File: src/smstat_pkg.sv
// Shared constants, types and helpers for the sample moment statistics block.
// Used by every module under src; depends on nothing.
package smstat_pkg;

  localparam int MAX_SAMPLES = 4096;
  localparam int SAMPLE_BITS = 16;
  localparam int ADDR_W      = $clog2(MAX_SAMPLES);
  localparam int CNT_W       = ADDR_W + 1;
  localparam int SUM_W       = SAMPLE_BITS + ADDR_W + 1;

  localparam int MEAN_W = 24;
  localparam int VAR_W  = 38;
  localparam int SD_W   = 24;
  localparam int SKEW_W = 24;
  localparam int KURT_W = 29;
  localparam int STAT_W = 2;

  // deviation magnitude and moment accumulators
  localparam int E_W  = SAMPLE_BITS + 8;
  localparam int E2_W = 2 * E_W;
  localparam int A2_W = E2_W + ADDR_W + 1;
  localparam int A3_W = 3 * E_W + ADDR_W + 1;
  localparam int A4_W = 4 * E_W + ADDR_W + 1;

  localparam int MUL_W  = 32;
  localparam int PROD_W = 2 * MUL_W;

  localparam int DIVD_W    = 80;
  localparam int DIVS_W    = 48;
  localparam int DIV_CNT_W = $clog2(DIVD_W);

  localparam int SQ_IN_W  = 64;
  localparam int SQ_OUT_W = SQ_IN_W / 2;
  localparam int SQ_CNT_W = $clog2(SQ_OUT_W);

  localparam int NORM_BITS = 22;
  localparam int T_LIM     = 53;
  localparam int GDIV_SH   = 26;
  localparam int KDIV_SH   = 16;
  localparam int KQ_LIM    = 56;

  localparam logic [STAT_W-1:0] STAT_OK    = 2'd0;
  localparam logic [STAT_W-1:0] STAT_SHORT = 2'd1;
  localparam logic [STAT_W-1:0] STAT_FLAT  = 2'd2;
  localparam logic [STAT_W-1:0] STAT_DROP  = 2'd3;

  localparam logic [SKEW_W-1:0] SKEW_SAT = 24'h800000;
  localparam logic [KURT_W-1:0] KURT_MAX = 29'h0FFFFFFF;
  localparam logic signed [57:0] KURT_BIAS = 58'sd196608;
  localparam logic signed [57:0] KURT_TOP  = 58'sd268435455;

  typedef enum logic [4:0] {
    S_LOAD, S_SUM, S_MDIV, S_MRD, S_ME,
    S_P0, S_P1, S_P2, S_P3, S_P4, S_P5, S_P6, S_P7,
    S_T3, S_NORM, S_VDIV, S_VSQ, S_RSQ, S_DEN, S_GDIV,
    S_NN, S_CQ, S_GCQ, S_MAGDIV, S_UN0, S_UN1, S_UN2, S_AA, S_KDIV, S_OUT
  } state_t;

  typedef struct packed {
    logic              start;
    logic [DIVD_W-1:0] dividend;
    logic [DIVS_W-1:0] divisor;
  } div_req_t;

  typedef struct packed {
    logic              done;
    logic [DIVD_W-1:0] quo;
    logic [DIVS_W-1:0] rem;
  } div_rsp_t;

  typedef struct packed {
    logic               start;
    logic [SQ_IN_W-1:0] operand;
  } sq_req_t;

  typedef struct packed {
    logic                done;
    logic [SQ_OUT_W-1:0] root;
  } sq_rsp_t;

  // sign applied to a skewness magnitude; SKEW_SAT marks saturation
  function automatic logic [SKEW_W-1:0] skew_fix(input logic neg,
                                                 input logic [SKEW_W-1:0] mag);
    logic [SKEW_W-1:0] res;
    if (neg) begin
      res = '0 - mag;
    end else if (mag[SKEW_W-1]) begin
      res = {1'b0, {(SKEW_W-1){1'b1}}};
    end else begin
      res = mag;
    end
    return res;
  endfunction

endpackage

File: src/smstat_mul.sv
// Shared registered unsigned multiplier for the statistics sequencer.
// Depends on smstat_pkg.
module smstat_mul (
  input  logic                          clk,
  input  logic [smstat_pkg::MUL_W-1:0]  a,
  input  logic [smstat_pkg::MUL_W-1:0]  b,
  output logic [smstat_pkg::PROD_W-1:0] prod
);
  import smstat_pkg::*;

  logic [PROD_W-1:0] prod_r;

  always_ff @(posedge clk) begin
    prod_r <= PROD_W'(a) * PROD_W'(b);
  end

  assign prod = prod_r;

endmodule

File: config.mk
export PLATFORM = sky130hd
export DESIGN_NAME = smstat_mul
export DESIGN_NICKNAME = d
export VERILOG_FILES = /design/src/smstat_pkg.sv /design/src/smstat_mul.sv
export SDC_FILE = /design/constraint.sdc
export NUM_CORES = 2
export LEC_CHECK = 0
export BUFFER_PORTS_ARGS = -buffer_cell sky130_fd_sc_hd__clkbuf_2
export CAP_MARGIN = 10
export CORE_MARGIN = 1
export CORE_UTILIZATION = 35
export DETAILED_ROUTE_END_ITERATION = 10
export PLACE_DENSITY_LB_ADDON = 0.05
export SLEW_MARGIN = 15
export SYNTH_ARGS = -nofsm -noshare
export SYNTH_HDL_FRONTEND = slang
export SYNTH_SLANG_ARGS = --single-unit
File: constraint.sdc
create_clock -name clk -period 7.5 [get_ports clk]
set_clock_uncertainty 0.15 [all_clocks]
set_input_delay 0.375 -clock clk [delete_from_list [all_inputs] [get_ports clk]]
set_output_delay 0.375 -clock clk [all_outputs]
set_load 0.02 [all_outputs]
Word-level counts from Yosys, hierarchy flattened
Cells that the tools add are included.
{"block": "word_totals", "word_cells": 2, "out_inout_bits": 64, "in_bits": 65, "reg_bits": 64}
{"block": "classes", "n_mul": 1}
{"op": "multiplier 32 x 32 -> 64 bit", "n": 1}

Longest topological paths before layout
{"block": "logic_depth", "ltp_word": 1, "ltp_mapped": 29, "depth_no_buf": 27}

Least setup slack after synthesis
No wires, ideal clock.
{"block": "synth_path", "kind": "input -> register", "start": "input port a[25] (netlist bit)", "end": "register prod_r[62], in the netlist prod[62]", "path_stages": 25, "setup_ns": 0.072, "path_buffers": 2, "t_arrival_ns": 7.056, "path_slack_ns": 0.222, "required_time_ns": 7.278, "path_cell_list": "clkbuf_1 nand2_1 fa_1 inv_1 fa_1 inv_1 fa_1 inv_1 fa_1 fa_1 fa_1 fa_1 inv_1 fa_1 inv_1 ha_1 buf_2 nand4_1 or4_1 or3_1 a31oi_1 a31o_2 a211oi_1 o21ai_1 xor2_1"}
{"block": "synth_via", "elab_chain_cells": 1}
{"item": "from (decl)", "line_no": "smstat_mul.sv:5", "source": "input logic [smstat_pkg::MUL_W-1:0] a,"}
{"item": "multiplier 32 x 32 -> 64 bit", "line_no": "smstat_mul.sv:14", "source": "prod_r <= PROD_W'(a) * PROD_W'(b);"}
{"item": "to (signal assigned)", "line_no": "smstat_mul.sv:14"}
{"item": "to (decl)", "line_no": "smstat_mul.sv:11", "source": "logic [PROD_W-1:0] prod_r;"}
No other way between the ends.

Worst setup path in the final report
{"block": "layout_path", "start": "input port a[17] (netlist bit)", "end": "register prod_r[62], in the netlist prod[62]"}
Same word-level chain as after synthesis.

==> impl_metrics.csv <==
group,metric,value,unit
outcome,status,"finished clean",
finish,nNetsFinal,5284,
global_route,grt_overflow,0,
clock_network,clk_pin_slew_worst_paths,0.06,ns
timing,min_period,7.30,ns
route,drt-total-wl,107,mm
global_route,grt_pass1_vias,28000,
logic_synthesis,yosys_register_bits,64,
logic_synthesis,yosysSeqAreaShare,3.69,%
logic_synthesis,synthMuxAreaShare,0.0289,%
global_route,grtUsageTotal,22.3,%
floorplan,die-area,100000,um^2
logic_synthesis,synth_xor_area_share,1.52,%
global_route,grt_max_degree,25,
global_route,grt_pass1_wl,167,mm
route,drt-pass1-iter-count,5,
setup_path,critical-path-max-stage-delay,0.64,ns
timing,worstMarginPinSlew,0.597,ns
clock_network,ctsHoldBuffers,0,
place,hpwl,96.2,mm
global_route,grt_antenna_before_repair,5,
timing,finalCritPeriodShare,97.4,%
floorplan,start_util,35.3,%
finish,n_fill_cell,10100,
logic_synthesis,ys.flop_type,"dfxtp_1",
setup_path,critPathRequiredTime,7.62,ns
global_route,grt_most_used_layer,"met2",
finish,mostFrequentLayoutCell,"fa_1",
setup_path,start_kind,"primary input",
finish,largest_reg_flops,64,
floorplan,coreArea,98300,um^2
setup_path,cp_max_fo,7,
timing,fmax,137,MHz
clock_network,clk_path_buf_depth,2,
timing,tns,0,ns
route,drc,0,
clock_network,cts_sinks,64,
clock_network,cts_root_buf,"clkbuf_16",
timing,setup_viol,0,
logic_synthesis,synth-compound-area-share,4.15,%
place,gp_congestion,0.845,
timing,maxSlewViolCount,0,
finish,layout_common_cells,"885 x fa_1, 863 x inv_1, 599 x and2_1",
logic_synthesis,yosys.area_share.simple,17.6,%
clock_network,cts_tree,"yes",
logic_synthesis,syn_area_per_cell,9.25,um^2
route,num_vias,25000,
route,drtIter0Drc,886,
logic_synthesis,synth-async-reset-ratio,0,%
logic_synthesis,synth-edff-count,0,
finish,syn_to_final_growth,15.5,%
setup_path,critical_path_class,"primary input to flip-flop",
route,via_per_inst,4.66,
logic_synthesis,syn_area,34700,um^2
global_route,use_met3,1.72,%
hold_path,hp-class,"primary input to flip-flop",
flow_run,maxCapViolations,0,
setup_path,crit_slowest_cell,"fa_2",
floorplan,die_h,317,um
route,ant_nets,0,
floorplan,die_w,317,um
place,io_buffers,128,
clock_network,cts_inserted_buffers,9,
global_route,gr-usage-met2,42.1,%
setup_path,worstPathCellList,"buf_2, buf_4, buf_4, and2_1, fa_1, inv_1, fa_1, fa_2, fa_2, fa_1, fa_1, fa_1, fa_1, inv_1, ha_1, nand4_1, or4_4, or3_4, a31oi_4, buf_6, a31o_4, a211oi_2, o21ai_1, xor2_1",
setup_path,cp_data_arrival_time,7.43,ns
setup_path,crit_buf_inv,6,
logic_synthesis,synth_adder_area_share,61.2,%
clock_network,htree_levels,3,
timing,hold_viol,0,
logic_synthesis,ys_warn_count,0,
timing,slew_headroom,59.9,%
logic_synthesis,syn_nets,4972,
setup_path,cp_common_cell,"fa_1",
logic_synthesis,synthesis.instances,3748,
logic_synthesis,synth.distinct_cells,57,
floorplan,num_rows,115,
setup_path,critical_path.top_delay_family,"adder cells",
floorplan,io_pins,129,
global_route,use_met1,27.1,%
finish,fin_util,40.8,%
route,wire_per_inst,20.0,um
setup_path,cp-end-kind,"flip-flop",
logic_synthesis,synth_top_family_by_area,"adder cells",
finish,drive_gt1_share,14.2,%
## metrics by stage
step | worst slack [ns] | instance area, um^2 | hold WS (ns) | cells
final | 0.198 | 40000 | 0.479 | 5356
after global routing | -0.00443 | 40000 | 0.509 | 5354
after CTS | 0.00122 | 39800 | 0.489 | 5348
after detailed placement | -0.417 | 39500 | 0.640 | 5332
after global placement | -0.411 | 39500 | 0.639 | 5332
after floorplan | 0.222 | 34700 | 0.352 | 3748
## cell usage after synthesis (3+ instances only)
cell	instances	share of area [%]
and3_1	14	0.25
xor2_1	25	0.63
a221oi_4	3	0.23
a21oi_2	3	0.076
buf_2	6	0.087
o21a_1	9	0.19
o21bai_1	10	0.22
and2_1	602	11
xnor2_1	35	0.88
o31ai_4	3	0.18
inv_1	865	9.4
a21oi_1	63	0.91
clkbuf_1	213	2.3
nor2_1	20	0.22
a211oi_1	3	0.065
a31oi_1	12	0.22
a21boi_1	3	0.065
or4_1	3	0.065
a221o_1	4	0.12
a21o_1	40	0.87
fa_1	896	52
o221ai_1	3	0.076
and4_1	3	0.076
nor3_1	7	0.10
nand3_1	10	0.14
or3_1	3	0.054
nand4_1	23	0.41
or2_2	3	0.054
dfxtp_1	64	3.7
o21ai_1	5	0.072
ha_1	263	9.5
o21ai_0	21	0.30
nand2_1	480	5.2
## path summary, 6_finish.rpt
path / startpoint / to / cells past startpoint
worst max-delay path: a[17] / prod[62]$_DFF_P_ / 24
worst min-delay path: b[1] / prod[1]$_DFF_P_ / 4
## worst min-delay path, stage by stage
cell and delay [ns]:
clkbuf_2 0.12, buf_4 0.17, and2_1 0.14, ha_1 0.12
## repair_timing
action	in CTS	in global routing
gates resized for setup	6	63
endpoints found under the setup margin	5	23
gates cloned	0	1
hold endpoints to repair	0	0
pin swaps	1	12
setup buffers	0	3
## area by class of cell
class	count	area [um^2]	area share, %
diodes	4	10.0	0.0250
clock inverters	2	12.5	0.0312
repair buffers	521	4160	10.4
well taps	1287	1610	4.02
clock buffers	14	274	0.684
inverters	865	3250	8.11
multi-input cells	2599	29400	73.5
flip-flops and latches	64	1280	3.20
## cell families after synthesis
| group | count (synthesis) |
|---|---|
| simple gates | 1177 |
| fa+ha+maj | 1159 |
| buf+inv | 1085 |
| compound gates | 202 |
| flops | 64 |
| xor+xnor | 60 |
| mux | 1 |
## layer usage
layer / wire length, um / up-vias / part of all wire [%]
met1: 43400 / 13100 / 41
met3: 2220 / 91 / 2.1
met4: 2970 / 2 / 2.8
met2: 58500 / 315 / 55
met5: 11 / - / 0.010
li1: - / 11500 / -
Power is left out: the tool's default activity adds up to more than one toggle a clock period on the data nets, which glitch-free logic cannot reach.
