`config.mk`:
```
export PLATFORM = sky130hd
export DESIGN_NAME = smstat_sqrt
export DESIGN_NICKNAME = d
export VERILOG_FILES = /design/src/smstat_pkg.sv /design/src/smstat_sqrt.sv
export SDC_FILE = /design/constraint.sdc
export NUM_CORES = 1
export LEC_CHECK = 0
export BUFFER_PORTS_ARGS = -buffer_cell sky130_fd_sc_hd__buf_4
export CAP_MARGIN = 20
export CORE_ASPECT_RATIO = 0.8
export CORE_UTILIZATION = 40
export DETAILED_ROUTE_END_ITERATION = 8
export PLACE_DENSITY = 0.56
export SYNTH_ARGS = -nofsm -noshare
export SYNTH_HDL_FRONTEND = slang
export SYNTH_SLANG_ARGS = --single-unit
```
`constraint.sdc`:
```
create_clock -name clk -period 3.2 [get_ports clk]
set_input_delay 0.32 -clock clk [delete_from_list [all_inputs] [get_ports clk]]
set_output_delay 0.32 -clock clk [all_outputs]
set_load 0.05 [all_outputs]
```
`src/smstat_pkg.sv`:
```
// Shared constants, types and helpers for the sample moment statistics block.
// Used by every module under src; depends on nothing.
package smstat_pkg;

  localparam int MAX_SAMPLES = 4096;
  localparam int SAMPLE_BITS = 16;
  localparam int ADDR_W      = $clog2(MAX_SAMPLES);
  localparam int CNT_W       = ADDR_W + 1;
  localparam int SUM_W       = SAMPLE_BITS + ADDR_W + 1;

  localparam int MEAN_W = 24;
  localparam int VAR_W  = 38;
  localparam int SD_W   = 24;
  localparam int SKEW_W = 24;
  localparam int KURT_W = 29;
  localparam int STAT_W = 2;

  // deviation magnitude and moment accumulators
  localparam int E_W  = SAMPLE_BITS + 8;
  localparam int E2_W = 2 * E_W;
  localparam int A2_W = E2_W + ADDR_W + 1;
  localparam int A3_W = 3 * E_W + ADDR_W + 1;
  localparam int A4_W = 4 * E_W + ADDR_W + 1;

  localparam int MUL_W  = 32;
  localparam int PROD_W = 2 * MUL_W;

  localparam int DIVD_W    = 80;
  localparam int DIVS_W    = 48;
  localparam int DIV_CNT_W = $clog2(DIVD_W);

  localparam int SQ_IN_W  = 64;
  localparam int SQ_OUT_W = SQ_IN_W / 2;
  localparam int SQ_CNT_W = $clog2(SQ_OUT_W);

  localparam int NORM_BITS = 22;
  localparam int T_LIM     = 53;
  localparam int GDIV_SH   = 26;
  localparam int KDIV_SH   = 16;
  localparam int KQ_LIM    = 56;

  localparam logic [STAT_W-1:0] STAT_OK    = 2'd0;
  localparam logic [STAT_W-1:0] STAT_SHORT = 2'd1;
  localparam logic [STAT_W-1:0] STAT_FLAT  = 2'd2;
  localparam logic [STAT_W-1:0] STAT_DROP  = 2'd3;

  localparam logic [SKEW_W-1:0] SKEW_SAT = 24'h800000;
  localparam logic [KURT_W-1:0] KURT_MAX = 29'h0FFFFFFF;
  localparam logic signed [57:0] KURT_BIAS = 58'sd196608;
  localparam logic signed [57:0] KURT_TOP  = 58'sd268435455;

  typedef enum logic [4:0] {
    S_LOAD, S_SUM, S_MDIV, S_MRD, S_ME,
    S_P0, S_P1, S_P2, S_P3, S_P4, S_P5, S_P6, S_P7,
    S_T3, S_NORM, S_VDIV, S_VSQ, S_RSQ, S_DEN, S_GDIV,
    S_NN, S_CQ, S_GCQ, S_MAGDIV, S_UN0, S_UN1, S_UN2, S_AA, S_KDIV, S_OUT
  } state_t;

  typedef struct packed {
    logic              start;
    logic [DIVD_W-1:0] dividend;
    logic [DIVS_W-1:0] divisor;
  } div_req_t;

  typedef struct packed {
    logic              done;
    logic [DIVD_W-1:0] quo;
    logic [DIVS_W-1:0] rem;
  } div_rsp_t;

  typedef struct packed {
    logic               start;
    logic [SQ_IN_W-1:0] operand;
  } sq_req_t;

  typedef struct packed {
    logic                done;
    logic [SQ_OUT_W-1:0] root;
  } sq_rsp_t;

  // sign applied to a skewness magnitude; SKEW_SAT marks saturation
  function automatic logic [SKEW_W-1:0] skew_fix(input logic neg,
                                                 input logic [SKEW_W-1:0] mag);
    logic [SKEW_W-1:0] res;
    if (neg) begin
      res = '0 - mag;
    end else if (mag[SKEW_W-1]) begin
      res = {1'b0, {(SKEW_W-1){1'b1}}};
    end else begin
      res = mag;
    end
    return res;
  endfunction

endpackage

```
`src/smstat_sqrt.sv`:
```
// Digit-by-digit integer square root, one root bit per cycle.
// Depends on smstat_pkg.
module smstat_sqrt (
  input  logic                 clk,
  input  logic                 rst_n,
  input  smstat_pkg::sq_req_t  req,
  output smstat_pkg::sq_rsp_t  rsp
);
  import smstat_pkg::*;

  logic                busy_r, busy_nxt;
  logic                done_r, done_nxt;
  logic [SQ_CNT_W-1:0] cnt_r, cnt_nxt;
  logic [SQ_IN_W-1:0]  opd_r, opd_nxt;
  logic [SQ_OUT_W+2:0] rem_r, rem_nxt;
  logic [SQ_OUT_W-1:0] root_r, root_nxt;
  logic [SQ_OUT_W+2:0] rem_sh;
  logic [SQ_OUT_W+2:0] trial;

  assign rem_sh = {rem_r[SQ_OUT_W:0], opd_r[SQ_IN_W-1:SQ_IN_W-2]};
  assign trial  = {1'b0, root_r, 2'b01};

  always_comb begin
    busy_nxt = busy_r;
    done_nxt = 1'b0;
    cnt_nxt  = cnt_r;
    opd_nxt  = opd_r;
    rem_nxt  = rem_r;
    root_nxt = root_r;
    if (req.start) begin
      busy_nxt = 1'b1;
      cnt_nxt  = SQ_CNT_W'(SQ_OUT_W - 1);
      opd_nxt  = req.operand;
      rem_nxt  = '0;
      root_nxt = '0;
    end else if (busy_r) begin
      opd_nxt = {opd_r[SQ_IN_W-3:0], 2'b00};
      if (rem_sh >= trial) begin
        rem_nxt  = rem_sh - trial;
        root_nxt = {root_r[SQ_OUT_W-2:0], 1'b1};
      end else begin
        rem_nxt  = rem_sh;
        root_nxt = {root_r[SQ_OUT_W-2:0], 1'b0};
      end
      cnt_nxt = cnt_r - SQ_CNT_W'(1);
      if (cnt_r == '0) begin
        busy_nxt = 1'b0;
        done_nxt = 1'b1;
      end
    end
  end

  always_ff @(posedge clk) begin
    if (!rst_n) begin
      busy_r <= 1'b0;
      done_r <= 1'b0;
    end else begin
      busy_r <= busy_nxt;
      done_r <= done_nxt;
    end
  end

  always_ff @(posedge clk) begin
    cnt_r  <= cnt_nxt;
    opd_r  <= opd_nxt;
    rem_r  <= rem_nxt;
    root_r <= root_nxt;
  end

  assign rsp.done = done_r;
  assign rsp.root = root_r;

endmodule

```
=== Yosys cells after proc, flatten, opt, wreduce, memory -nomap -nowiden ===
Cells that the tools add are included.

* Register bits after elaboration: 136
* Bits in latches: 0
* Memory bits (writable): 0
* Bits in read-only memories: 0
* Bits of input ports: 67
* Output and inout bits: 33
* Word-level logic and storage cells: 22
* Memories kept: 0

* $add $sub $neg: 2
* $mul: 0
* Div/mod/pow operators: 0
* Order comparisons: 1
* Eq/ne operators: 0
* Shifts and indexed selects: 0
* Muxes and demuxes: 8
* Bitwise logic cells: 2
* Reduce and logical (&&, ||, !) cells: 3

{| class="wikitable"
|+ Operators by type and width
! kind !! count
|-
| 64-bit two-way mux || 2
|-
| 35-bit by 34-bit >= comparator with 1-bit output || 1
|-
| 33-bit two-way mux || 1
|-
| 33-bit subtractor || 1
|-
| 5-bit logical NOT || 1
|-
| 1-bit two-way mux || 5
|-
| 5-bit by 1-bit subtractor with 5-bit output, second input constant || 1
|-
| 3-bit OR reduction || 1
|-
| 1-bit inverter || 2
|-
| 2-bit nonzero test || 1
|}

=== Depth between registers and ports, before layout ===
* Word-level depth: 4
* Mapped depth: 13
* Depth with buffers taken out: 11

=== Least setup slack after synthesis ===
Ideal clock, no wire load.

* Path type: reg2reg
* From: register root_r[4]
* To: register rem_r[17]
* Library setup time: 0.141 ns
* Arrival time: 3.110 ns
* Data required time: 3.059 ns
* Setup slack: -0.050 ns
* Stages on the path, launching flop included: 12
* Buffers on the path: 1
* Clock period less this slack: 3.250 ns
* Path through: dfxtp_1 -> inv_1 -> ha_1 -> a211oi_2 -> o311ai_1 -> a221oi_4 -> o22ai_2 -> a2111oi_4 -> nor2_2 -> buf_2 -> o21ai_1 -> a211oi_2

* Cells in the longest elaborated chain, start to end: 2
* Elaborated cells on any way between the ends: 3
* Classes of those cells: add/sub (1); order compare (1); mux (1)

{| class="wikitable"
|+ RTL lines
! what !! line !! RTL
|-
| start, declared || smstat_sqrt.sv:16 || <nowiki>logic [SQ_OUT_W-1:0] root_r, root_nxt;</nowiki>
|-
| start signal, assigned || smstat_sqrt.sv:67 || <nowiki>root_r <= root_nxt;</nowiki>
|-
| 33-bit subtractor / 35-bit by 34-bit >= comparator with 1-bit output (equally long branches) || smstat_sqrt.sv:39, smstat_sqrt.sv:38 ||
|-
| 33-bit two-way mux * || smstat_sqrt.sv:38 || <nowiki>if (rem_sh >= trial) begin</nowiki>
|-
| end signal, assigned || smstat_sqrt.sv:66 || <nowiki>rem_r <= rem_nxt;</nowiki>
|-
| end, declared || smstat_sqrt.sv:15 || <nowiki>logic [SQ_OUT_W+2:0] rem_r, rem_nxt;</nowiki>
|}

Mark *: on every way between the ends. The rest lies on a longest branch, timed or not.
A chain may end at the register's enable or synchronous reset.

=== Worst setup path in the final report ===
* From: register root_r[5]
* To: register rem_r[29]

The elaborated chain is that of the path after synthesis.

==> results.json <==
{
  "skew_ps": 12.4,
  "startpoint_type": "flop",
  "synth_edf_count": 64,
  "n_antenna_cell": 0,
  "wl_per_cell_um": 15.7,
  "synth_top_area_cell": "edfxtp_1",
  "rows": 44,
  "finalMaxSlewViolations": 0,
  "antenna_found_initial": 0,
  "num_vias": 5488,
  "synth_fp_nets": 830,
  "seq_area_frac_synth": 0.452,
  "finalWeightedCongestion": 0.864,
  "wirelength_um": 16700,
  "yosys-top-cells-area": "edfxtp_1 26%, dfxtp_1 19%, mux2_2 9.4%, ha_1 6.1%, mux2i_1 5.8%",
  "dieWidth_um": 154,
  "post-synth-top-area-fraction": 0.258,
  "layout.nets": 930,
  "reg2regPathDepth": 11,
  "synth_most_common_cell": "dfxtp_1",
  "clk_latency_ps": 420,
  "grt_max_degree": 51,
  "grt_usage": 0.179,
  "p_int_w": 0.00529,
  "total_leakage_power_nw": 3.74,
  "cp_num_cells": 11,
  "instances_no_fill": 1070,
  "p_sw_w": 0.00348,
  "cts_setup_buffers": 0,
  "synthXorXnorAreaFrac": 0.0389,
  "cp_slowest_cell": "o41ai_2",
  "hpwl_um": 11700,
  "status": "completed",
  "clk_pin_slew_ps": 70,
  "die_y_um": 124,
  "finalSetupViolations": 0,
  "p_total_w": 0.00877,
  "criticalPathCategory": "flop to flop",
  "vias_per_cell": 5.13,
  "drtPass1Iterations": 4,
  "synthSimpleGateAreaFrac": 0.113,
  "cts_buffers": 17,
  "io_buffers": 99,
  "post_synth.cell_area_avg_um2": 10.2,
  "synthFlopType": "dfxtp_1",
  "overflow": 0,
  "drive_gt1_frac": 0.281,
  "p_comb_frac": 0.517,
  "required_ps": 3480,
  "yosys_warnings": 0,
  "grt_pass1_vias": 5323,
  "start_util": 0.409,
  "holdWs_ps": 139,
  "max_freq_ghz": 0.328,
  "ys_ff_latch": 136,
  "endpoint_kind": "flop",
  "cts.sinks": 136,
  "h-tree-depth": 4,
  "crit_buf_inv": 1,
  "slew_headroom": 0.582,
  "syn_inst": 727,
  "synth_compound_area_frac": 0.138,
  "dieArea_mm2": 0.0191,
  "ant_nets": 0,
  "synth_fa_ha_area_frac": 0.0606,
  "tightest_slew_ps": 620,
  "peakVddDrop_mv": 0.785,
  "synth_top_family_by_area": "multiplexers",
  "cts_max_path_buffers": 2,
  "placedCellCount": 1038,
  "max_cap_viol_count": 0,
  "hold_path_class": "input port to flop",
  "hold_buffers": 0,
  "p_sw_frac": 0.396,
  "path_cells": "inv_1 -> ha_1 -> o21ai_0 -> o311ai_2 -> a221oi_4 -> o22ai_2 -> o41ai_2 -> o21ai_1 -> or3_1 -> a21oi_1 -> nor4_1",
  "min_path_cells": 3,
  "crit_family": "compound AO/OA/AOI/OAI gates",
  "synth.distinct_cells": 60,
  "async_reset_ff_frac": 0,
  "initialDrtViolationCount": 290,
  "report.final.hold_viol_count": 0,
  "synth_area_mm2": 0.00744,
  "post-route-drc-count": 0,
  "p_seq_frac": 0.252,
  "finalCriticalPeriod_ps": 3050,
  "final_area_mm2": 0.00913,
  "clockPowerShare": 0.231,
  "finalCritPeriodShare": 0.952,
  "arrival_ps": 3320,
  "powerDensity_mw_per_mm2": 961,
  "critPathMaxStageDelay_ps": 410,
  "crit_fanout": 5,
  "cts_root_buf": "clkbuf_16",
  "area_growth_pct": 22.7,
  "grt_pass1_wl_um": 27000,
  "synth.area.mux_share": 0.152,
  "core_area_mm2": 0.0182,
  "synth_commonest_cells": "72 x dfxtp_1, 64 x edfxtp_1, 64 x nor2_1, 62 x mux2_2, 57 x nand2_1",
  "cts_tree": "done",
  "io_pins": 100,
  "place_area_mm2": 0.00850
}
[registers in the layout (all words and copies together) (netlist names)]
register and cells:
busy_r 1, cnt_r 5, rem_r 33, opd_r 64, done_r 1, root_r 32
[power groups by stage]
stage                     logic (W)  clock network (W)  registers (W)
after detailed placement    0.00447                  0        0.00224
after CTS                   0.00450            0.00209        0.00221
after floorplan             0.00329                  0        0.00222
final                       0.00453            0.00203        0.00221
after global routing        0.00504            0.00216        0.00223
after global placement      0.00444                  0        0.00224
[path summary, 6_finish.rpt]
check,slack (ps),to,from
setup / recovery,150,rem_r[29]$_SDFFE_PP0P_,root_r[5]$_SDFFE_PP0P_
hold / removal,140,busy_r$_SDFF_PN0_,rst_n
setup reg to reg,150,rem_r[29]$_SDFFE_PP0P_,root_r[5]$_SDFFE_PP0P_
hold reg to reg,470,rem_r[16]$_SDFFE_PP0P_,rem_r[16]$_SDFFE_PP0P_
[tightest hold or removal path, cell delays in order]
cell    delay, ps
buf_4          80
inv_1          40
nor2_1         80
[cell usage in the layout (no fill, tap or decap), drive strengths merged, types with 3 or more instances in the layout]
cell type,instances
buf,117
dfxtp,72
nor2,65
edfxtp,64
mux2,62
inv,58
nand2,57
mux2i,43
o21ai,41
ha,36
a21oi,34
xnor2,23
clkbuf,17
a21o,15
a211oi,14
nand2b,12
nand4,11
nor3,11
xor2,10
a311oi,8
nor2b,7
nand3,6
o21bai,4
a31oi,4
o221ai,4
o211ai,3
or2,3
o21a,3
and2,3
clkinvlp,3
o22ai,3
clkinv,3
[logic make-up after synthesis]
kind of cell	count (synthesis)
simple gates	183
mux	105
compound gates	147
xor+xnor	33
fa+ha+maj	36
flops	136
buf+inv	87
[layout make-up]
| class | count | area (um^2) |
|---|---|---|
| Clock buffer | 17 | 425 |
| Clock inverter | 15 | 188 |
| Fill cell | 1734 | 9040 |
| Inverter | 51 | 191 |
| Multi-Input combinational cell | 504 | 3750 |
| Sequential cell | 136 | 3370 |
| Tap cell | 230 | 288 |
| Timing Repair Buffer | 117 | 916 |
[through the flow]
step / setup slack, ps / setup TNS (ps) / utilization
after floorplan: 39.9 / 0 / -
after global placement: 259 / 0 / 0.468
after detailed placement: 221 / 0 / 0.468
after CTS: 172 / 0 / 0.501
after global routing: -57.8 / -124 / 0.502
final: 153 / 0 / 0.502
[per-layer routing]
layer  part of all wire  wire [um]  track usage
met1               0.51       8550        0.252
met2               0.44       7300        0.268
met3              0.044        733       0.0463
met4             0.0099        166       0.0557
met5                  0          0            0
[timing repair]
item | in CTS | in global routing
resized for setup | 0 | 3
hold endpoints to repair | 0 | 0
endpoints found under the setup margin | 0 | 4
No activity file was read; power rests on OpenSTA's default activity.
