===== config.mk =====
export PLATFORM = sky130hd
export DESIGN_NAME = smstat_div
export DESIGN_NICKNAME = d
export VERILOG_FILES = /design/src/smstat_pkg.sv /design/src/smstat_div.sv
export SDC_FILE = /design/constraint.sdc
export NUM_CORES = 1
export LEC_CHECK = 0
export ABC_AREA = 1
export BUFFER_PORTS_ARGS = -buffer_cell sky130_fd_sc_hd__buf_2
export CELL_PAD_IN_SITES_DETAIL_PLACEMENT = 0
export CELL_PAD_IN_SITES_GLOBAL_PLACEMENT = 1
export CORE_MARGIN = 2
export CORE_UTILIZATION = 42
export DETAILED_ROUTE_END_ITERATION = 7
export PLACE_DENSITY_LB_ADDON = 0.2
export SETUP_SLACK_MARGIN = 0.3
export SLEW_MARGIN = 10
export SYNTH_ARGS = -nofsm -noshare
export SYNTH_HDL_FRONTEND = slang
export SYNTH_SLANG_ARGS = --single-unit

===== constraint.sdc =====
create_clock -name clk -period 10.6 [get_ports clk]
set_input_delay 2.12 -clock clk [delete_from_list [all_inputs] [get_ports clk]]
set_output_delay 2.12 -clock clk [all_outputs]
set_load 0.02 [all_outputs]

===== src/smstat_pkg.sv =====
// Shared constants, types and helpers for the sample moment statistics block.
// Used by every module under src; depends on nothing.
package smstat_pkg;

  localparam int MAX_SAMPLES = 4096;
  localparam int SAMPLE_BITS = 16;
  localparam int ADDR_W      = $clog2(MAX_SAMPLES);
  localparam int CNT_W       = ADDR_W + 1;
  localparam int SUM_W       = SAMPLE_BITS + ADDR_W + 1;

  localparam int MEAN_W = 24;
  localparam int VAR_W  = 38;
  localparam int SD_W   = 24;
  localparam int SKEW_W = 24;
  localparam int KURT_W = 29;
  localparam int STAT_W = 2;

  // deviation magnitude and moment accumulators
  localparam int E_W  = SAMPLE_BITS + 8;
  localparam int E2_W = 2 * E_W;
  localparam int A2_W = E2_W + ADDR_W + 1;
  localparam int A3_W = 3 * E_W + ADDR_W + 1;
  localparam int A4_W = 4 * E_W + ADDR_W + 1;

  localparam int MUL_W  = 32;
  localparam int PROD_W = 2 * MUL_W;

  localparam int DIVD_W    = 80;
  localparam int DIVS_W    = 48;
  localparam int DIV_CNT_W = $clog2(DIVD_W);

  localparam int SQ_IN_W  = 64;
  localparam int SQ_OUT_W = SQ_IN_W / 2;
  localparam int SQ_CNT_W = $clog2(SQ_OUT_W);

  localparam int NORM_BITS = 22;
  localparam int T_LIM     = 53;
  localparam int GDIV_SH   = 26;
  localparam int KDIV_SH   = 16;
  localparam int KQ_LIM    = 56;

  localparam logic [STAT_W-1:0] STAT_OK    = 2'd0;
  localparam logic [STAT_W-1:0] STAT_SHORT = 2'd1;
  localparam logic [STAT_W-1:0] STAT_FLAT  = 2'd2;
  localparam logic [STAT_W-1:0] STAT_DROP  = 2'd3;

  localparam logic [SKEW_W-1:0] SKEW_SAT = 24'h800000;
  localparam logic [KURT_W-1:0] KURT_MAX = 29'h0FFFFFFF;
  localparam logic signed [57:0] KURT_BIAS = 58'sd196608;
  localparam logic signed [57:0] KURT_TOP  = 58'sd268435455;

  typedef enum logic [4:0] {
    S_LOAD, S_SUM, S_MDIV, S_MRD, S_ME,
    S_P0, S_P1, S_P2, S_P3, S_P4, S_P5, S_P6, S_P7,
    S_T3, S_NORM, S_VDIV, S_VSQ, S_RSQ, S_DEN, S_GDIV,
    S_NN, S_CQ, S_GCQ, S_MAGDIV, S_UN0, S_UN1, S_UN2, S_AA, S_KDIV, S_OUT
  } state_t;

  typedef struct packed {
    logic              start;
    logic [DIVD_W-1:0] dividend;
    logic [DIVS_W-1:0] divisor;
  } div_req_t;

  typedef struct packed {
    logic              done;
    logic [DIVD_W-1:0] quo;
    logic [DIVS_W-1:0] rem;
  } div_rsp_t;

  typedef struct packed {
    logic               start;
    logic [SQ_IN_W-1:0] operand;
  } sq_req_t;

  typedef struct packed {
    logic                done;
    logic [SQ_OUT_W-1:0] root;
  } sq_rsp_t;

  // sign applied to a skewness magnitude; SKEW_SAT marks saturation
  function automatic logic [SKEW_W-1:0] skew_fix(input logic neg,
                                                 input logic [SKEW_W-1:0] mag);
    logic [SKEW_W-1:0] res;
    if (neg) begin
      res = '0 - mag;
    end else if (mag[SKEW_W-1]) begin
      res = {1'b0, {(SKEW_W-1){1'b1}}};
    end else begin
      res = mag;
    end
    return res;
  endfunction

endpackage


===== src/smstat_div.sv =====
// Restoring divider, one quotient bit per cycle, shared by every quotient.
// Depends on smstat_pkg.
module smstat_div (
  input  logic                  clk,
  input  logic                  rst_n,
  input  smstat_pkg::div_req_t  req,
  output smstat_pkg::div_rsp_t  rsp
);
  import smstat_pkg::*;

  logic                 busy_r, busy_nxt;
  logic                 done_r, done_nxt;
  logic [DIV_CNT_W-1:0] cnt_r, cnt_nxt;
  logic [DIVD_W-1:0]    quo_r, quo_nxt;
  logic [DIVS_W-1:0]    rem_r, rem_nxt;
  logic [DIVS_W-1:0]    dvs_r, dvs_nxt;
  logic [DIVS_W:0]      rem_sh;
  logic [DIVS_W+1:0]    diff;

  assign rem_sh = {rem_r, quo_r[DIVD_W-1]};
  assign diff   = {1'b0, rem_sh} - {2'b00, dvs_r};

  always_comb begin
    busy_nxt = busy_r;
    done_nxt = 1'b0;
    cnt_nxt  = cnt_r;
    quo_nxt  = quo_r;
    rem_nxt  = rem_r;
    dvs_nxt  = dvs_r;
    if (req.start) begin
      busy_nxt = 1'b1;
      cnt_nxt  = DIV_CNT_W'(DIVD_W - 1);
      quo_nxt  = req.dividend;
      rem_nxt  = '0;
      dvs_nxt  = req.divisor;
    end else if (busy_r) begin
      if (diff[DIVS_W+1]) begin
        rem_nxt = rem_sh[DIVS_W-1:0];
      end else begin
        rem_nxt = diff[DIVS_W-1:0];
      end
      quo_nxt = {quo_r[DIVD_W-2:0], ~diff[DIVS_W+1]};
      cnt_nxt = cnt_r - DIV_CNT_W'(1);
      if (cnt_r == '0) begin
        busy_nxt = 1'b0;
        done_nxt = 1'b1;
      end
    end
  end

  always_ff @(posedge clk) begin
    if (!rst_n) begin
      busy_r <= 1'b0;
      done_r <= 1'b0;
    end else begin
      busy_r <= busy_nxt;
      done_r <= done_nxt;
    end
  end

  always_ff @(posedge clk) begin
    cnt_r <= cnt_nxt;
    quo_r <= quo_nxt;
    rem_r <= rem_nxt;
    dvs_r <= dvs_nxt;
  end

  assign rsp.done = done_r;
  assign rsp.quo  = quo_r;
  assign rsp.rem  = rem_r;

endmodule


# --- Word level (Yosys, flattened, before mapping) ---
# Index checks and enable logic that the tools add are counted.
classes:
  n_addsub: 2
  n_mux: 7
  n_bitwise: 3
  reduce_logical: 3
op_table:
  columns: ["op", "n"]
  rows:
  - ["$mux W80", 2]
  - ["$sub A49 B48 Y50", 1]
  - ["$mux W48", 1]
  - ["$logic_not A7 Y1", 1]
  - ["$sub A7 B1 Y7 const B", 1]
  - ["$mux W1", 4]
  - ["$not A1 Y1", 3]
  - ["$reduce_or A3 Y1", 1]
  - ["$reduce_bool A2 Y1", 1]
word_totals:
  regBits: 185
  out_inout_bits: 129

# --- Longest topological paths before layout ---
depth:
  word_depth: 4
  ltp_mapped: 17
  mapped_depth_nobuf: 17

# --- Worst setup path after synthesis ---
# Ideal clock, no wire load.
synth_path:
  path_type: "input port to flip-flop"
  start: "input req[128] (netlist name)"
  end: "register quo_r[0], enable pin"
  setup_ns: 0.473
  t_arrival_ns: 4.670
  path_slack_ns: 5.457
  stages: 3
  path_cell_list: "nor2_1 inv_1 clkbuf_1"
synth_via:
  elab_chain_cells: 1
synth_lines:
  columns: ["item", "line", "text"]
  rows:
  - ["from (decl)", "smstat_div.sv:6", "input smstat_pkg::div_req_t req,"]
  - ["$reduce_bool A2 Y1 (no line)", null, null]
  - ["to (signal assigned)", "smstat_div.sv:63", "quo_r <= quo_nxt;"]
  - ["to (decl)", "smstat_div.sv:14", "logic [DIVD_W-1:0] quo_r, quo_nxt;"]
# No other way between the ends.
# A chain may end at the register's enable or synchronous reset.

# --- Worst setup path in the final report ---
layout_path:
  start: "input req[128] (netlist name)"
  end: "register quo_r[62], enable pin"
# The elaborated chain is that of the path after synthesis.

==> flow_results.org <==
** Status
- Status :: completed

** Logic synthesis
- Combined area of all synthesized cells :: about 0.012 mm2
- The cell count after synthesis came out at 1735.
- Prevailing post-synth register cell :: sky130_fd_sc_hd__edfxtp_1
- Most area-consuming cells after synthesis :: sky130_fd_sc_hd__edfxtp_1 (32%), sky130_fd_sc_hd__nand2_1 (24%), sky130_fd_sc_hd__inv_1 (9.8%), sky130_fd_sc_hd__dfxtp_1 (9.6%), sky130_fd_sc_hd__ha_1 (5.2%)
- After synthesis, flip-flops and latches occupy between 40% and 50% of the total area.
- Count of distinct cell types in the synthesized netlist :: 36
- Fraction of post-synthesis cell area in the top cell type by area :: approximately a third
- Yosys top cell by area :: sky130_fd_sc_hd__edfxtp_1
- Counting flops with a built-in enable in the synthesized netlist gives around 130.
- Most instantiated cells after synthesis :: sky130_fd_sc_hd__nand2_1 (766), sky130_fd_sc_hd__inv_1 (313), sky130_fd_sc_hd__edfxtp_1 (128)
- Proportion of register bits with asynchronous set or reset after synthesis :: 0%
- Average instance area after synthesis :: 6.88 um2
- Yosys printed 0 warnings.
- Synthesized netlist net count :: between 1500 and 2000
- Dominant cell by count in the synthesized netlist :: sky130_fd_sc_hd__nand2_1
- The synthesized design contains 185 register bits.

** Pwr
- Summing internal, switching and leakage power gives about 1.7 mW.
- Static leakage :: ~8 nW
- Cell Pwr Density :: ~120 mW/mm2
- IR analysis of the VDD net gives a maximum drop of 110 uV.

** Placement
- The HPWL after detailed placement is approximately 27000 um.
- The placed instances occupy a cell area of between 0.01 and 0.015 mm2.
- Global placer's final weighted congestion :: about 0.93
- Worst slack at placement :: 6.22 ns
- Counting tap cells, the placed design contains a total of between 2000 and 2500 instances.
- Count of buffers from port buffering :: 259

** Timing
- The clock arrives with between 0.02 and 0.025 ns of skew.
- Summed over all failing endpoints, the final setup total negative slack is 0 ns.
- Setup violations remaining at the end of the flow were counted as 0.
- Maximum clock rate :: between 200 and 300 MHz
- Headroom to the max-slew limit :: approximately 18%
- Portion of the clock cycle consumed by the worst path in the final layout :: ~37%
- Post-Route Hold Slack :: ~0.46 ns
- For the pin with the worst max-slew slack, the measured transition is 1.23 ns.
- Final count of pins violating max slew :: 0
- Final hold violation count :: 0
- Tmin final :: between 3 and 4 ns
- Least setup slack across all paths after layout :: 6.72 ns
- Setup repair after global routing missed its margin :: false

** Cells and area
- The layout has between 2000 and 3000 filler cells.
- Number of standard cells in the layout, taps in and fillers out :: 2370
- Cells fill between 50% and 60% of the core in the end.
- Fin area :: roughly 0.014 mm2
- Synthesis-to-layout area growth :: 18.4%
- The post-route netlist has between 10% and 20% of its cells at a drive strength greater than 1.
- Layout net count :: ~2200

** Route
- Length of the first detailed-routing pass in iterations :: 5
- Drt total wl :: roughly 35000 um
- ANT nets after route :: 0
- Detailed-route via count :: 11036
- After detailed routing, the average wire length per cell comes to 14.6 um.
- The detailed router finished its first iteration with just under 600 violations.
- Dividing the detail-routed via count by the number of cells gives about 4.7.
- For this run, design rule violations remaining after detail routing come to 0.

** Floorplanning
- The floorplan step set the die height to 173 um.
- Die W :: about 170 um
- The floorplan has 61 rows.
- Core area :: between 0.02 and 0.03 mm2
- Initial standard-cell utilization of the core :: between 40% and 50%
- Number of I/O pins :: 260
- Total die area :: roughly 0.03 mm2

** Worst hold path
- Type of the tightest min-delay check :: reg -> reg

** CTS
- Cell at the root of the clock tree :: sky130_fd_sc_hd__clkbuf_16
- TritonCTS Sinks :: 185
- Post-CTS setup repair buffer count :: 0
- After clock tree synthesis, the clock-pin slew on the worst setup and hold paths is 0.07 ns.
- Clock tree from TritonCTS :: yes
- Clock latency of the later-clocked register in the worst-skew pair :: about 0.46 ns
- CTS-repair resized insts :: 0
- The clock passes through at most 2 buffers.
- Buffers inserted to repair hold after CTS numbered 0.
- Number of clock buffers inserted by TritonCTS :: 17
- Number of H-tree levels :: 4

** Global route
- Number of global-route vias before repair :: roughly 11000
- All-Layer GR Usage :: around a quarter
- Antenna violations before repair :: 4
- Largest net degree at the start of global routing :: slightly below 100
- Global-route wire length before repair :: between 50000 and 60000 um
- Grt total ovfl :: 0

** Worst setup path
- CP peak stage delay :: slightly above 0.8 ns
- The critical path contains buffers and inverters numbering 3 combined.
- Required time at the worst-slack endpoint :: roughly 11 ns
- Worst Path Max Fanout :: 97
- Worst setup path class :: in -> reg
- The largest individual stage delay along the critical path comes from the cell sky130_fd_sc_hd__buf_4.
- STA classifies the critical path startpoint as a primary input.
- Cell type group with the largest total delay on the critical path :: buffers and inverters
- Endpoint arrival time on the critical path :: between 3 and 4 ns
- The worst setup path is captured at a flip-flop.
- Among the stages of the critical path, the cell type that occurs most often is sky130_fd_sc_hd__buf_4.
- List of cells traversed by the critical path :: buf_4 -> nor2_2 -> clkinv_2 -> buf_4

** Run
- Across the run, the number of max-cap violations was 0.
==> routing by layer <==
metal	GRT usage [%]	part of all wire, %
met4	6.98	2.1
met2	39.4	46
met3	6.53	7.0
met1	29.4	44
met5	0	0.040
==> cell type report <==
cell class	count	area, um2	share of cell area, %
diodes	3	7.51	0.0532
clock buffers	19	433	3.07
clock inverters	13	141	1.00
inverters	315	1180	8.38
multi-input cells	1192	5550	39.3
flip-flops and latches	185	4980	35.3
well taps	378	473	3.35
repair buffers	265	1340	9.52
==> sequential cells by signal, summed over array words and instances, names as in the netlist <==
signal	count
quo_r	80
rem_r	48
busy_r	1
done_r	1
cnt_r	7
dvs_r	48
==> final timing paths <==
kind / slack [ns] / startpoint / end / depth (start not counted)
max: 6.72 / req[128] / quo_r[62]$_DFFE_PP_ / 4
min: 0.46 / cnt_r[6]$_SDFFE_PP1P_ / cnt_r[6]$_SDFFE_PP1P_ / 2
max reg2reg: 7.38 / dvs_r[23]$_DFFE_PP_ / rem_r[44]$_SDFFE_PP0P_ / 13
min reg2reg: 0.46 / cnt_r[6]$_SDFFE_PP1P_ / cnt_r[6]$_SDFFE_PP1P_ / 2
==> logic make-up (layout without fill, tap and decap cells) <==
group | Yosys count | in the layout | synth area share (%)
other | 0 | 3 | 0
adders and majority gates | 51 | 51 | 5.41
DFF | 185 | 185 | 41.8
xor gates and xnor gates | 24 | 24 | 1.76
AOI/OAI and AO/OA | 65 | 65 | 3.00
and+or+nand+nor | 1052 | 1052 | 36.3
buffers and inverters | 358 | 612 | 11.8
==> cell usage in the layout (no fill, tap or decap), types with 3 or more instances in the layout <==
cell type,count
sky130_fd_sc_hd__nor2_2,3
sky130_fd_sc_hd__nand4_1,10
sky130_fd_sc_hd__nor2_1,96
sky130_fd_sc_hd__nor4_1,4
sky130_fd_sc_hd__nand3b_1,28
sky130_fd_sc_hd__o21ai_0,22
sky130_fd_sc_hd__clkbuf_16,17
sky130_fd_sc_hd__nand3_1,123
sky130_fd_sc_hd__nand3_2,4
sky130_fd_sc_hd__nor3_1,6
sky130_fd_sc_hd__buf_2,258
sky130_fd_sc_hd__ha_1,50
sky130_fd_sc_hd__buf_4,7
sky130_fd_sc_hd__xnor2_1,22
sky130_fd_sc_hd__and2_1,3
sky130_fd_sc_hd__a21oi_1,33
sky130_fd_sc_hd__o21bai_1,5
sky130_fd_sc_hd__inv_6,3
sky130_fd_sc_hd__diode_2,3
sky130_fd_sc_hd__inv_1,312
sky130_fd_sc_hd__dfxtp_1,57
sky130_fd_sc_hd__clkinv_4,3
sky130_fd_sc_hd__edfxtp_1,128
sky130_fd_sc_hd__nand2_1,766
==> report_power, final <==
| group | internal, mW | switching, mW | leakage, nW |
|---|---|---|---|
| registers | 0.831 | 0.0246 | 1.75 |
| logic | 0.0825 | 0.166 | 5.85 |
| clock network | 0.332 | 0.312 | 0.275 |
==> tightest hold or removal path, cell delays in order, from the launching register on <==
cell                      delay, ns
sky130_fd_sc_hd__dfxtp_1       0.33
sky130_fd_sc_hd__nand2_1       0.05
sky130_fd_sc_hd__nand3_1       0.05
Note: power is estimated with default switching activity, not from simulation.
